--- config.mk ---
export PLATFORM = sky130hd
export DESIGN_NAME = weo_ctrl
export DESIGN_NICKNAME = d
export VERILOG_FILES = /design/src/design/wheel_encoder_odometry_top_assert.svh /design/src/design/weo_pkg.sv /design/src/design/weo_ctrl.sv
export SDC_FILE = /design/constraint.sdc
export NUM_CORES = 1
export LEC_CHECK = 0
export BUFFER_PORTS_ARGS = -buffer_cell sky130_fd_sc_hd__buf_2
export CAP_MARGIN = 5
export CORE_MARGIN = 10
export CORE_UTILIZATION = 24
export DETAILED_ROUTE_END_ITERATION = 7
export PLACE_DENSITY_LB_ADDON = 0.08
export SLEW_MARGIN = 10
export SYNTH_ARGS = -nofsm -noshare
export SYNTH_HDL_FRONTEND = slang
export SYNTH_SLANG_ARGS = --single-unit
export TNS_END_PERCENT = 1
--- constraint.sdc ---
create_clock -name clk_i -period 3.2 [get_ports clk_i]
set_input_delay 0.48 -clock clk_i [delete_from_list [all_inputs] [get_ports clk_i]]
set_output_delay 0.48 -clock clk_i [all_outputs]
set_load 0.02 [all_outputs]
--- src/design/wheel_encoder_odometry_top_assert.svh ---
// Assertion macros shared by the odometry block.
`ifndef WHEEL_ENCODER_ODOMETRY_TOP_ASSERT_SVH
`define WHEEL_ENCODER_ODOMETRY_TOP_ASSERT_SVH
// Implication checked on every clock edge outside reset.
`define WEO_ASSERT_IMP(label, clk, rst_n, ante, cons) \
  label: assert property (@(posedge clk) disable iff (!rst_n) (ante) |-> (cons)) \
    else $error("assertion failed");
// Implication whose consequence is checked in the cycle after the antecedent.
`define WEO_ASSERT_NEXT(label, clk, rst_n, ante, cons) \
  label: assert property (@(posedge clk) disable iff (!rst_n) (ante) |=> (cons)) \
    else $error("assertion failed");
`endif

--- src/design/weo_pkg.sv ---
`timescale 1ns / 1ps
package weo_pkg;
  localparam int unsigned CntW = 16;
  localparam int unsigned TimW = 32;
  localparam int unsigned DistW = 48;
  localparam int unsigned MagW = CntW + 32;
  // The count magnitude is at most 2^(CntW-1), so the product times 1000 fits here.
  localparam int unsigned NumW = MagW + 9;
  // Speed quotient bits; anything wider saturates.
  localparam int unsigned QuoW = 32;
  localparam int unsigned DenW = TimW + 16;
  localparam int unsigned DivSteps = QuoW;

  localparam logic [2:0] CfgSwap = 3'd0;
  localparam logic [2:0] CfgInvL = 3'd1;
  localparam logic [2:0] CfgInvR = 3'd2;
  localparam logic [2:0] CfgMpc = 3'd3;
  localparam logic [2:0] CfgGain = 3'd4;

  localparam logic OpSample = 1'b0;
  localparam logic OpSet = 1'b1;

  typedef enum logic [2:0] {
    CmdNone, CmdLoad, CmdMul, CmdScale, CmdDivStep, CmdWheel, CmdFilter, CmdFinish
  } cmd_e;

  typedef struct packed {
    cmd_e cmd;
  } ctrl_t;

  typedef struct packed {
    logic op;
    logic baseline_valid;
    logic dt_zero;
  } stat_t;
endpackage

--- src/design/weo_ctrl.sv ---
`timescale 1ns / 1ps
module weo_ctrl (
  input  logic            clk_i,
  input  logic            rst_ni,
  input  logic            start_i,
  input  weo_pkg::stat_t  stat_i,
  output weo_pkg::ctrl_t  ctrl_o,
  output logic            busy_o,
  output logic            done_o
);
  import weo_pkg::*;

  typedef enum logic [2:0] {
    StIdle, StLoad, StMul, StScale, StDiv, StWheel, StFilter, StFinish
  } state_e;

  state_e state_q;
  logic [4:0] cnt_q;

  always_comb begin
    case (state_q)
      StLoad: ctrl_o.cmd = CmdLoad;
      StMul: ctrl_o.cmd = CmdMul;
      StScale: ctrl_o.cmd = CmdScale;
      StDiv: ctrl_o.cmd = CmdDivStep;
      StWheel: ctrl_o.cmd = CmdWheel;
      StFilter: ctrl_o.cmd = CmdFilter;
      StFinish: ctrl_o.cmd = CmdFinish;
      default: ctrl_o.cmd = CmdNone;
    endcase
  end

  assign busy_o = (state_q != StIdle);
  assign done_o = (state_q == StFinish);

  always_ff @(posedge clk_i or negedge rst_ni) begin
    if (!rst_ni) begin
      state_q <= StIdle;
      cnt_q <= '0;
    end else begin
      case (state_q)
        StIdle: if (start_i) state_q <= StLoad;
        StLoad: begin
          if (stat_i.op == OpSet) state_q <= StFilter;
          else if (!stat_i.baseline_valid || stat_i.dt_zero) state_q <= StFinish;
          else state_q <= StMul;
        end
        StMul: state_q <= StScale;
        StScale: begin
          cnt_q <= 5'(DivSteps - 1);
          state_q <= StDiv;
        end
        StDiv: begin
          if (cnt_q == '0) state_q <= StWheel;
          else cnt_q <= cnt_q - 5'd1;
        end
        StWheel: state_q <= StFilter;
        StFilter: state_q <= StFinish;
        StFinish: state_q <= StIdle;
        default: state_q <= StIdle;
      endcase
    end
  end
endmodule

# Yosys cells after proc, flatten, opt, wreduce, memory -nomap -nowiden

Index checks and enable logic that the tools add are counted.

Multiplexer cells: 8
Eq/ne operators: 10
$add $sub $neg: 1
Reductions and logical operators: 8

Operators by type and width:

| kind                  | count |
|---|---|
| $pmux W3 S8           | 1 |
| $pmux W3 S7           | 1 |
| $eq A3 B3 Y1 const B  | 4 |
| $mux W3               | 4 |
| $pmux W5 S2           | 1 |
| $eq A3 B2 Y1 const B  | 2 |
| $ne A2 B2 Y1 const B  | 3 |
| $logic_not A5 Y1      | 1 |
| $mux W5               | 1 |
| $sub A5 B1 Y5 const B | 1 |
| $reduce_and A2 Y1     | 2 |
| $eq A3 B1 Y1 const B  | 1 |
| $logic_not A3 Y1      | 1 |
| $reduce_bool A3 Y1    | 1 |
| $reduce_bool A2 Y1    | 1 |
| $logic_not A1 Y1      | 1 |
| $logic_or A1 B1 Y1    | 1 |

Bits of input ports: 6
Register bits after elaboration: 8
Logic and storage cells: 29

# Logic depth before layout (Yosys ltp)

Gate-level depths: netlist of the first run.

Depth after elaboration: 5
Gate-level depth with buffers: 5
Mapped depth without buffers: 5

# Worst setup path before layout of the first run

OpenSTA, ideal clock, no wires.

Kind: flip-flop to output port
Start: register state_q[2]
End: output busy_o
Data required time: 2720 ps
Path buffers: 1
Stages on the path, launching flop included: 3
Path slack: 1715 ps
Arrival time: 1005 ps
Path through: dfrtp_1 > buf_2 > or3_1

Longest elaborated chain between the ends: 1

RTL lines:

| what                     | line           | source |
|---|---|---|
| start: declaration       | weo_ctrl.sv:17 | `state_e state_q;` |
| start signal: assignment | weo_ctrl.sv:38 | `state_q <= StIdle;` |
| start signal: assignment | weo_ctrl.sv:42 | `StIdle: if (start_i) state_q <= StLoad;` |
| start signal: assignment | weo_ctrl.sv:44 | `if (stat_i.op == OpSet) state_q <= StFilter;` |
| $reduce_bool A3 Y1       | weo_ctrl.sv:33 | `assign busy_o = (state_q != StIdle);` |
| end: declaration         | weo_ctrl.sv:8  | `output logic busy_o,` |

Every way passes these cells.

# Final worst setup path of the first run

Same ends and word-level chain as after synthesis.

==> impl_metrics.yaml, run 1 <==
die:
  die_h_um: 65.9
  io_pins: 11
  rows: 16
  die_x_um: 65.9
  coreArea_sq_um: 1980
  die_area_sq_um: 4340
  start_util_pct: 25.5
synthesis:
  syn_avg_cell_area_sq_um: 9.91
  syn_nets: 58
  syn_inst: 51
  syn-cell-area_sq_um: 505
  yosysSeqAreaShare_pct: 39.6
  ys_types: 29
  yosys_warnings: 0
  ys_ff_latch: 8
routing:
  routed_wl_um: 1190
  postRouteAntennaNets: 0
  drcViolationCount: 0
  vias_per_cell: 4.92
  drt_iter0_markers: 5
  post_drt_wl_per_cell_um: 14.0
  vias: 418
  first_pass_iters: 4
cts:
  numCtsBuffers: 3
  cts_resized: 0
  cts_tree: "built"
  clk_latency_ns: 0.25
  cts.reportedPaths.clkPinSlew_ns: 0.06
  cts.sinks: 8
  ctsHoldBuffers: 0
  post-cts-setup-buffer-count: 0
  htree_levels: 1
  clock_path_buffers: 2
  root_buffer: "clkbuf_4"
global_route:
  grt_max_degree: 15
  grt_pass1_vias: 455
  grtUsageMet1_pct: 6.89
  use_met3_pct: 3.05
  grt_overflow_total: 0
  use_met2_pct: 9.06
  grt_pass1_wl_um: 2030
  antenna_found_initial: 0
  busiest_layer: "met2"
  grt_use_total_pct: 6.03
worst_setup_path:
  crit_arrival_ns: 1.34
  rr_startpoint: "state_q[1]"
  r2r_cells: 3
  r2r-end: "cnt_q[3]"
  cp_max_fo: 14
  path_cells: "or3_1, buf_2"
  end_kind: "primary output"
  slowest_delay_ns: 0.51
  crit_slowest_cell: "dfrtp_1"
  crit_required_ns: 2.72
  crit_path_start_kind: "flop"
  r2r_slack_ns: 1.63
  worstSetupPathType: "reg -> out"
final_layout:
  area_growth_pct: 15.8
  final_common_cell: "buf_2"
  n_antenna_cell: 0
  nNetsFinal: 67
  final_cell_mix: "10 x buf_2, 8 x dfrtp_1, 5 x inv_1"
  drive_gt1_share_pct: 29.3
  fillers: 207
timing:
  fin_crit_ns: 1.82
  finalHoldViolations: 0
  slew_headroom_pct: 71.8
  finalCritPeriodShare_pct: 56.8
  fin_ws_ns: 1.38
  rsz0062_at_grt: "no"
  fin_worst_skew_ns: 0.00305
  drv_slew: 0
  hold_ws_ns: 0.0625
  fin_tns_setup_ns: 0
  setup_viol: 0
  fmax_ghz: 0.550
  worstMarginPinSlew_ns: 0.422
placement:
  port_buffers: 10
  gp_congestion: 0.748
  dp_hpwl_um: 851
  place_ws_ns: 1.63
power_and_ir_drop:
  fin_total_pwr_uw: 589
  p_per_area_nw_per_um2: 1010
  p_leak_nw: 0.250
  vdd.ir_drop.worst_mv: 0.379
run:
  drv_cap: 0
worst_hold_path:
  min_path_type: "in -> async"
run_status:
  status: "completed"
flip-flops by register name, indices dropped and copies added, names as in the netlist:
register,flops
state_q,3
cnt_q,5
area by class of cell:
| type | count | area [sq um] | area share (%) |
|---|---|---|---|
| clock buffer | 3 | 22.5 | 3.85 |
| timing repair buffer | 10 | 50.0 | 8.55 |
| inverter | 5 | 18.8 | 3.21 |
| multi-input combinational | 32 | 260 | 44.4 |
| tap | 27 | 33.8 | 5.77 |
| sequential | 8 | 200 | 34.2 |
worst max path at each step:
stage | from | end | slack (ns) | depth (start not counted)
finish | state_q[2] | busy_o | 1.38 | 2
floorplan | state_q[2] | busy_o | 1.71 | 2
global placement | state_q[1] | cnt_q[3] | 1.61 | 3
detailed placement | state_q[2] | cnt_q[3] | 1.63 | 3
global route | state_q[2] | busy_o | 1.29 | 2
CTS | state_q[2] | busy_o | 1.36 | 2
logic make-up (layout without fill, tap and decap cells):
logic type | Yosys count | after routing | synth area share (%)
flip-flops | 8 | 8 | 39.6
buffers and inverters | 11 | 18 | 8.91
adder cells (fa/ha/maj) | 1 | 1 | 2.47
AND/OR/NAND/NOR | 12 | 12 | 19.3
XOR/XNOR | 1 | 1 | 1.73
AO/OA/AOI/OAI | 18 | 18 | 28.0
report_power, final:
part	switching, mW	internal (mW)	total [mW]
clock network	0.0359	0.0430	0.0790
logic	0.129	0.123	0.252
registers	0.106	0.152	0.258
total	0.272	0.318	0.589
cells in the mapped netlist:
master     number  area share (%)
dfrtp_1         8              40
inv_1           5             3.7
a21oi_1         3             3.0
buf_2           3             3.0
clkbuf_1        3             2.2
o21ai_0         3             3.0
a2bb2oi_1       2             3.5
o21bai_1        2             3.0
o311ai_1        2             3.5
a211oi_1        1             1.5
and2_1          1             1.2
and3_1          1             1.2
and3b_1         1             1.7
ha_1            1             2.5
nor2b_1         1             1.2
nor3_1          1            0.99
nor4b_2         1             3.0
o21ai_1         1            0.99
o31ai_1         1             1.5
o32ai_2         1             3.2
o41ai_1         1             1.7
o41ai_2         1             3.2
or2_1           1             1.2
or2b_1          1             1.5
or3_1           1             1.2
or3b_1          1             1.7
or4_1           1             1.5
or4b_4          1             2.7
xor2_1          1             1.7
worst max-delay path, delay by kind of cell, from the launching register on:
kind / cells / cell delay, ns
flops: 1 / 0.51
simple gates: 1 / 0.41
buf+inv: 1 / 0.16
per-stage QoR:
stage / cells / cell area (sq um) / utilization, %
final: 85 / 586 / 29.5
after global routing: 85 / 586 / 29.5
after CTS: 85 / 586 / 29.5
after detailed placement: 82 / 563 / 28.4
after global placement: 82 / 563 / 28.4
after floorplan: 51 / 505 / -
metal layers:
metal	vias to the layer above	share of wire, %
li1	204	-
met1	198	46
met2	14	46
met3	2	5.4
met4	0	1.9
met5	-	0
No activity file was read; power rests on OpenSTA's default activity.
==> inputs of run 2 (changes only) <==
Settings changed: ABC_AREA set to 1.
Clock period 3.2 ns to 1.7 ns, I/O delays scaled along.
==> run 2 against run 1 <==
- sequential share of layout area fell by 1.5 points
- combinational power grew to 2.7 times the previous value
- critical path type unchanged
- clock-buffer cell count unchanged
- critical path depth increased by 3
- die area rose by 0.33%
- non-clock buffer count increased by 1
==> impl_metrics.yaml, run 2 <==
run_status:
  status: "completed"
worst_setup_path:
  cp_max_fo: 4
  worstSetupPathType: "reg -> out"
  cpMostUsedCell: "inv_1"
  rr_startpoint: "cnt_q[0]"
  r2r_slack_ns: 0.45
  startpoint: "state_q[1]"
  r2r_cells: 7
  end_kind: "primary output"
  crit_required_ns: 1.44
  slowest_delay_ns: 0.40
  endpoint: "busy_o"
  crit_path_start_kind: "flop"
  crit_slowest_cell: "dfrtp_1"
  r2r-end: "cnt_q[2]"
  path_cells: "inv_1, nand2_4, inv_1, nand2_1, buf_2"
  crit_arrival_ns: 1.17
die:
  die_h_um: 66.0
  rows: 16
  die_x_um: 66.0
  coreArea_sq_um: 1980
  io_pins: 11
  die_area_sq_um: 4360
  start_util_pct: 25.6
synthesis:
  ys_ff_latch: 8
  synth.top_cells.by_count: "21 x nand2_1, 10 x inv_1, 9 x nand3_1"
  ys_types: 17
  syn-cell-area_sq_um: 508
  syn_avg_cell_area_sq_um: 7.26
  yosysMostFrequentCell: "nand2_1"
  yosysSeqAreaShare_pct: 39.4
  synth_top_flop_cell: "dfrtp_1"
  synth_largest_area_cell: "dfrtp_1"
  syn_inst: 70
  async_flop_share_pct: 100
  yosys_warnings: 0
  synthTopCellsByArea: "dfrtp_1 39%, nand2_1 16%, nand3_1 8.9%, inv_1 7.4%, nand2_4 6.7%"
  synth_top_area_share_pct: 39.4
  syn_nets: 77
  synth_edf_count: 0
timing:
  setup_viol: 0
  drv_slew: 0
  fin_worst_skew_ns: 0.00193
  finalHoldViolations: 0
  fin_crit_ns: 1.43
  fin_tns_setup_ns: 0
  fmax_ghz: 0.701
  worstMarginPinSlew_ns: 0.189
  rsz0062_at_grt: "no"
  hold_ws_ns: 0.274
  slew_headroom_pct: 87.4
  finalCritPeriodShare_pct: 83.9
final_layout:
  area_growth_pct: 20.7
  largest_reg_flops: 5
  n_antenna_cell: 0
  fin_cells: 108
  nNetsFinal: 90
  final_cell_mix: "21 x nand2_1, 10 x inv_1, 10 x buf_2, 9 x nand3_1, 8 x dfrtp_1"
  reg_top3: "cnt_q (5), state_q (3)"
  final_common_cell: "nand2_1"
  regMostFlops: "cnt_q"
  final_util_pct: 30.9
  drive_gt1_share_pct: 27.2
routing:
  routed_wl_um: 1070
  postRouteAntennaNets: 0
  post_drt_wl_per_cell_um: 9.89
  vias: 441
  drt_iter0_markers: 3
  drcViolationCount: 0
  first_pass_iters: 4
  vias_per_cell: 4.08
worst_hold_path:
  min_path_type: "in -> reg"
placement:
  gp_congestion: 0.715
  placed_cells: 104
  port_buffers: 10
  dp_hpwl_um: 847
cts:
  post-cts-setup-buffer-count: 0
  cts.sinks: 8
  clock_path_buffers: 2
  cts_tree: "built"
  root_buffer: "clkbuf_4"
  htree_levels: 1
  cts.reportedPaths.clkPinSlew_ns: 0.06
  clk_latency_ns: 0.26
  numCtsBuffers: 3
global_route:
  grt_pass1_vias: 421
  grt_max_degree: 9
  grt_overflow_total: 0
  grt_use_total_pct: 5.40
  grt_pass1_wl_um: 1840
  antenna_found_initial: 0
run:
  drv_cap: 0
power_and_ir_drop:
  p_per_area_nw_per_um2: 2000
  p_leak_nw: 0.334
  fin_total_pwr_mw: 1.22
  vdd.ir_drop.worst_mv: 0.622
==> run 2: cell count changes in the layout (fill, tap and decap cells not counted), sizes merged, moves of 2 or more <==
cell,change
a2bb2oi,-2
o21ai,-2
o41ai,-2
nand2,+25
nand3,+9
o311ai,-2
o21bai,-2
nor2,+6
inv,+7
a21oi,-3
==> run 2: kinds of logic (layout without fill, tap and decap cells) <==
kind of cell             Yosys count  after routing  synth area share (%)
AND/OR/NAND/NOR                   42             42                  42.1
buffers and inverters             16             27                  11.8
adder cells (fa/ha/maj)            1              1                  2.46
AO/OA/AOI/OAI                      3              3                  4.19
flip-flops                         8              8                  39.4
==> run 2: what timing repair did <==
item,CTS,global route
hold endpoints to repair,8,0
hold buffers,1,0
gates resized for setup,0,0
==> run 2: critical path: cells and delay by family, from the launching register on <==
kind	cells	cell delay (ns)
simple gates	2	0.15
buf+inv	3	0.37
flops	1	0.40
==> run 2: metal layers <==
metal | vias up | global-route usage [%] | part of all wire, %
met4 | 0 | 3.14 | 2.0
met1 | 195 | 6.32 | 51
li1 | 236 | - | -
met5 | - | 0 | 0
met3 | 4 | 2.37 | 4.8
met2 | 6 | 7.97 | 42
==> run 2: layout make-up <==
class	instances	area [sq um]
Multi-Input combinational cell	46	248
Tap cell	27	33.8
Inverter	13	48.8
Timing Repair Buffer	11	60.1
Clock buffer	3	22.5
Fill cell	219	1370
Sequential cell	8	200
==> run 2: worst min-delay path by stage <==
stage / from / depth (start not counted) / to
after floorplan: rst_ni / 0 / cnt_q[0]
after global placement: rst_ni / 1 / cnt_q[4]
after detailed placement: rst_ni / 1 / state_q[2]
after CTS: start_i / 3 / state_q[0]
after global routing: start_i / 3 / state_q[0]
final: start_i / 3 / state_q[0]
==> run 2: through the flow <==
stage | setup WS, ns | instance area [sq um]
6_report | 0.274 | 613
5_1_grt | 0.195 | 613
4_1_cts | 0.262 | 613
3_5_place_dp | 0.459 | 581
3_3_place_gp | 0.412 | 581
2_1_floorplan | 0.541 | 508
==> run 2: power breakdown <==
group	internal, mW	total (mW)	switching [mW]	leakage, nW
Clock	0.0814	0.154	0.0728	0.0138
Combinational	0.241	0.683	0.442	0.231
Sequential	0.295	0.386	0.0917	0.0894
==> inputs of run 3 (changes only) <==
Clock period 1.7 ns to 1.3 ns, I/O delays scaled along.
==> run 3 against run 2 <==
- core utilization rose by 3.3 points
- sequential power increased by 31%
- clock power is 26% higher
- setup slack lost 0.24 ns
- cell area is 11% higher
- hold slack lost 0.072 ns
- first-iteration DRC count up 100%
- critical path type unchanged
- largest power group unchanged
- highest routed layer unchanged
==> impl_metrics.yaml, run 3 (same netlist as run 2, synthesis figures left out) <==
run_status:
  status: "completed"
die:
  die_x_um: 66.0
  start_util_pct: 25.6
  die_h_um: 66.0
  io_pins: 11
  coreArea_sq_um: 1980
  die_area_sq_um: 4360
  rows: 16
power_and_ir_drop:
  p_leak_nw: 0.369
  p_per_area_nw_per_um2: 2650
  vdd.ir_drop.worst_mv: 1.03
  fin_total_pwr_mw: 1.80
final_layout:
  reg_top3: "cnt_q (5), state_q (3)"
  regMostFlops: "cnt_q"
  n_antenna_cell: 0
  largest_reg_flops: 5
  final_common_cell: "nand2_1"
  area_growth_pct: 33.7
  fin_cells: 114
  nNetsFinal: 96
  regArea_sq_um: 200
  multi_input_area_sq_um: 258
  final_util_pct: 34.3
  final_cell_mix: "20 x nand2_1, 9 x nand3_1, 9 x buf_2, 8 x dfrtp_1, 7 x inv_1"
  drive_gt1_share_pct: 37.9
  final_area_sq_um: 679
  fillers: 213
timing:
  worstMarginPinSlew_ns: 0.187
  setup_viol: 0
  slew_headroom_pct: 87.5
  fin_tns_setup_ns: 0
  fin_worst_skew_ns: 0.00267
  finalCritPeriodShare_pct: 97.2
  fin_crit_ns: 1.26
  rsz0062_at_grt: "yes"
  fmax_ghz: 0.792
  drv_slew: 0
  finalHoldViolations: 0
global_route:
  grt_pass1_wl_um: 1890
  grt_pass1_vias: 434
  grt_overflow_total: 0
  grt_use_total_pct: 5.54
  grt_max_degree: 9
  antenna_found_initial: 0
cts:
  clock_path_buffers: 2
  htree_levels: 1
  numCtsBuffers: 3
  clk_latency_ns: 0.25
  cts_tree: "built"
  cts.sinks: 8
  root_buffer: "clkbuf_4"
  cts.reportedPaths.clkPinSlew_ns: 0.06
placement:
  post_dp_cell_area_sq_um: 581
  dp_hpwl_um: 850
  placed_cells: 104
  port_buffers: 10
  gp_congestion: 0.715
worst_setup_path:
  crit_path_start_kind: "flop"
  worstSetupPathType: "reg -> out"
  end_kind: "primary output"
  r2r_slack_ns: 0.09
  cpMostUsedCell: "buf_4"
  crit_required_ns: 1.11
  cp_max_fo: 3
  crit_arrival_ns: 1.07
  r2r_cells: 7
  startpoint: "state_q[1]"
  rr_startpoint: "cnt_q[1]"
  r2r-end: "cnt_q[2]"
  crit_slowest_cell: "dfrtp_1"
  path_cells: "buf_4, buf_4, buf_2"
  critical_path_buf_inv_count: 3
  worst-path-stages: 3
  slowest_delay_ns: 0.40
  cp_top_family: "buffers and inverters"
  endpoint: "ctrl_o[1]"
routing:
  vias: 463
  vias_per_cell: 4.06
  postRouteAntennaNets: 0
  drt_iter0_markers: 6
  first_pass_iters: 4
  post_drt_wl_per_cell_um: 9.75
  drcViolationCount: 0
  routed_wl_um: 1110
worst_hold_path:
  min_path_type: "in -> reg"
run:
  drv_cap: 0
==> run 3: report_power, final <==
group / total, mW / switching, mW / internal (mW)
logic: 1.10 / 0.647 / 0.456
registers: 0.506 / 0.121 / 0.385
clock network: 0.194 / 0.0882 / 0.106
==> run 3: timing repair <==
action,CTS,global route
pin swaps,0,1
setup buffers,2,4
endpoints found under the hold margin,8,0
resized for setup,4,6
hold buffers,1,0
setup endpoints to repair,1,5
==> run 3: worst min-delay path by stage <==
stage | cells after the start | slack (ns) | from | endpoint
after floorplan | 0 | -0.10 | rst_ni | cnt_q[0]
after global placement | 1 | 0.06 | rst_ni | cnt_q[4]
after detailed placement | 1 | 0.05 | rst_ni | state_q[2]
after CTS | 3 | 0.21 | start_i | state_q[0]
after global routing | 3 | 0.21 | start_i | state_q[0]
final | 3 | 0.20 | start_i | state_q[0]
==> run 3: routing by layer <==
layer / vias up / routed length [um] / global-route usage, %
li1: 247 / - / -
met3: 4 / 74 / 2.71
met4: 0 / 17 / 2.36
met2: 8 / 503 / 8.82
met1: 204 / 515 / 6.13
met5: - / 0 / 0
==> run 3: through the flow <==
step | hold WS (ns) | setup slack (ns)
2_1_floorplan | -0.101 | 0.141
3_3_place_gp | 0.0588 | 0.0121
3_5_place_dp | 0.0528 | 0.0626
4_1_cts | 0.208 | 0.000659
5_1_grt | 0.214 | -0.00323
6_report | 0.202 | 0.0366
==> run 3: area by class of cell <==
cell class	count	share of cell area, %
tap	27	4.97
sequential	8	29.5
timing repair buffer	17	16.4
inverter	13	7.92
multi-input combinational	46	37.9
clock buffer	3	3.31
==> run 3: worst reg2reg max path: cells and delay by family (launching register included) <==
family	cells	cell delay [ns]
AND/OR/NAND/NOR	4	0.46
adder cells (fa/ha/maj)	1	0.18
buffers and inverters	2	0.12
flip-flops	1	0.40
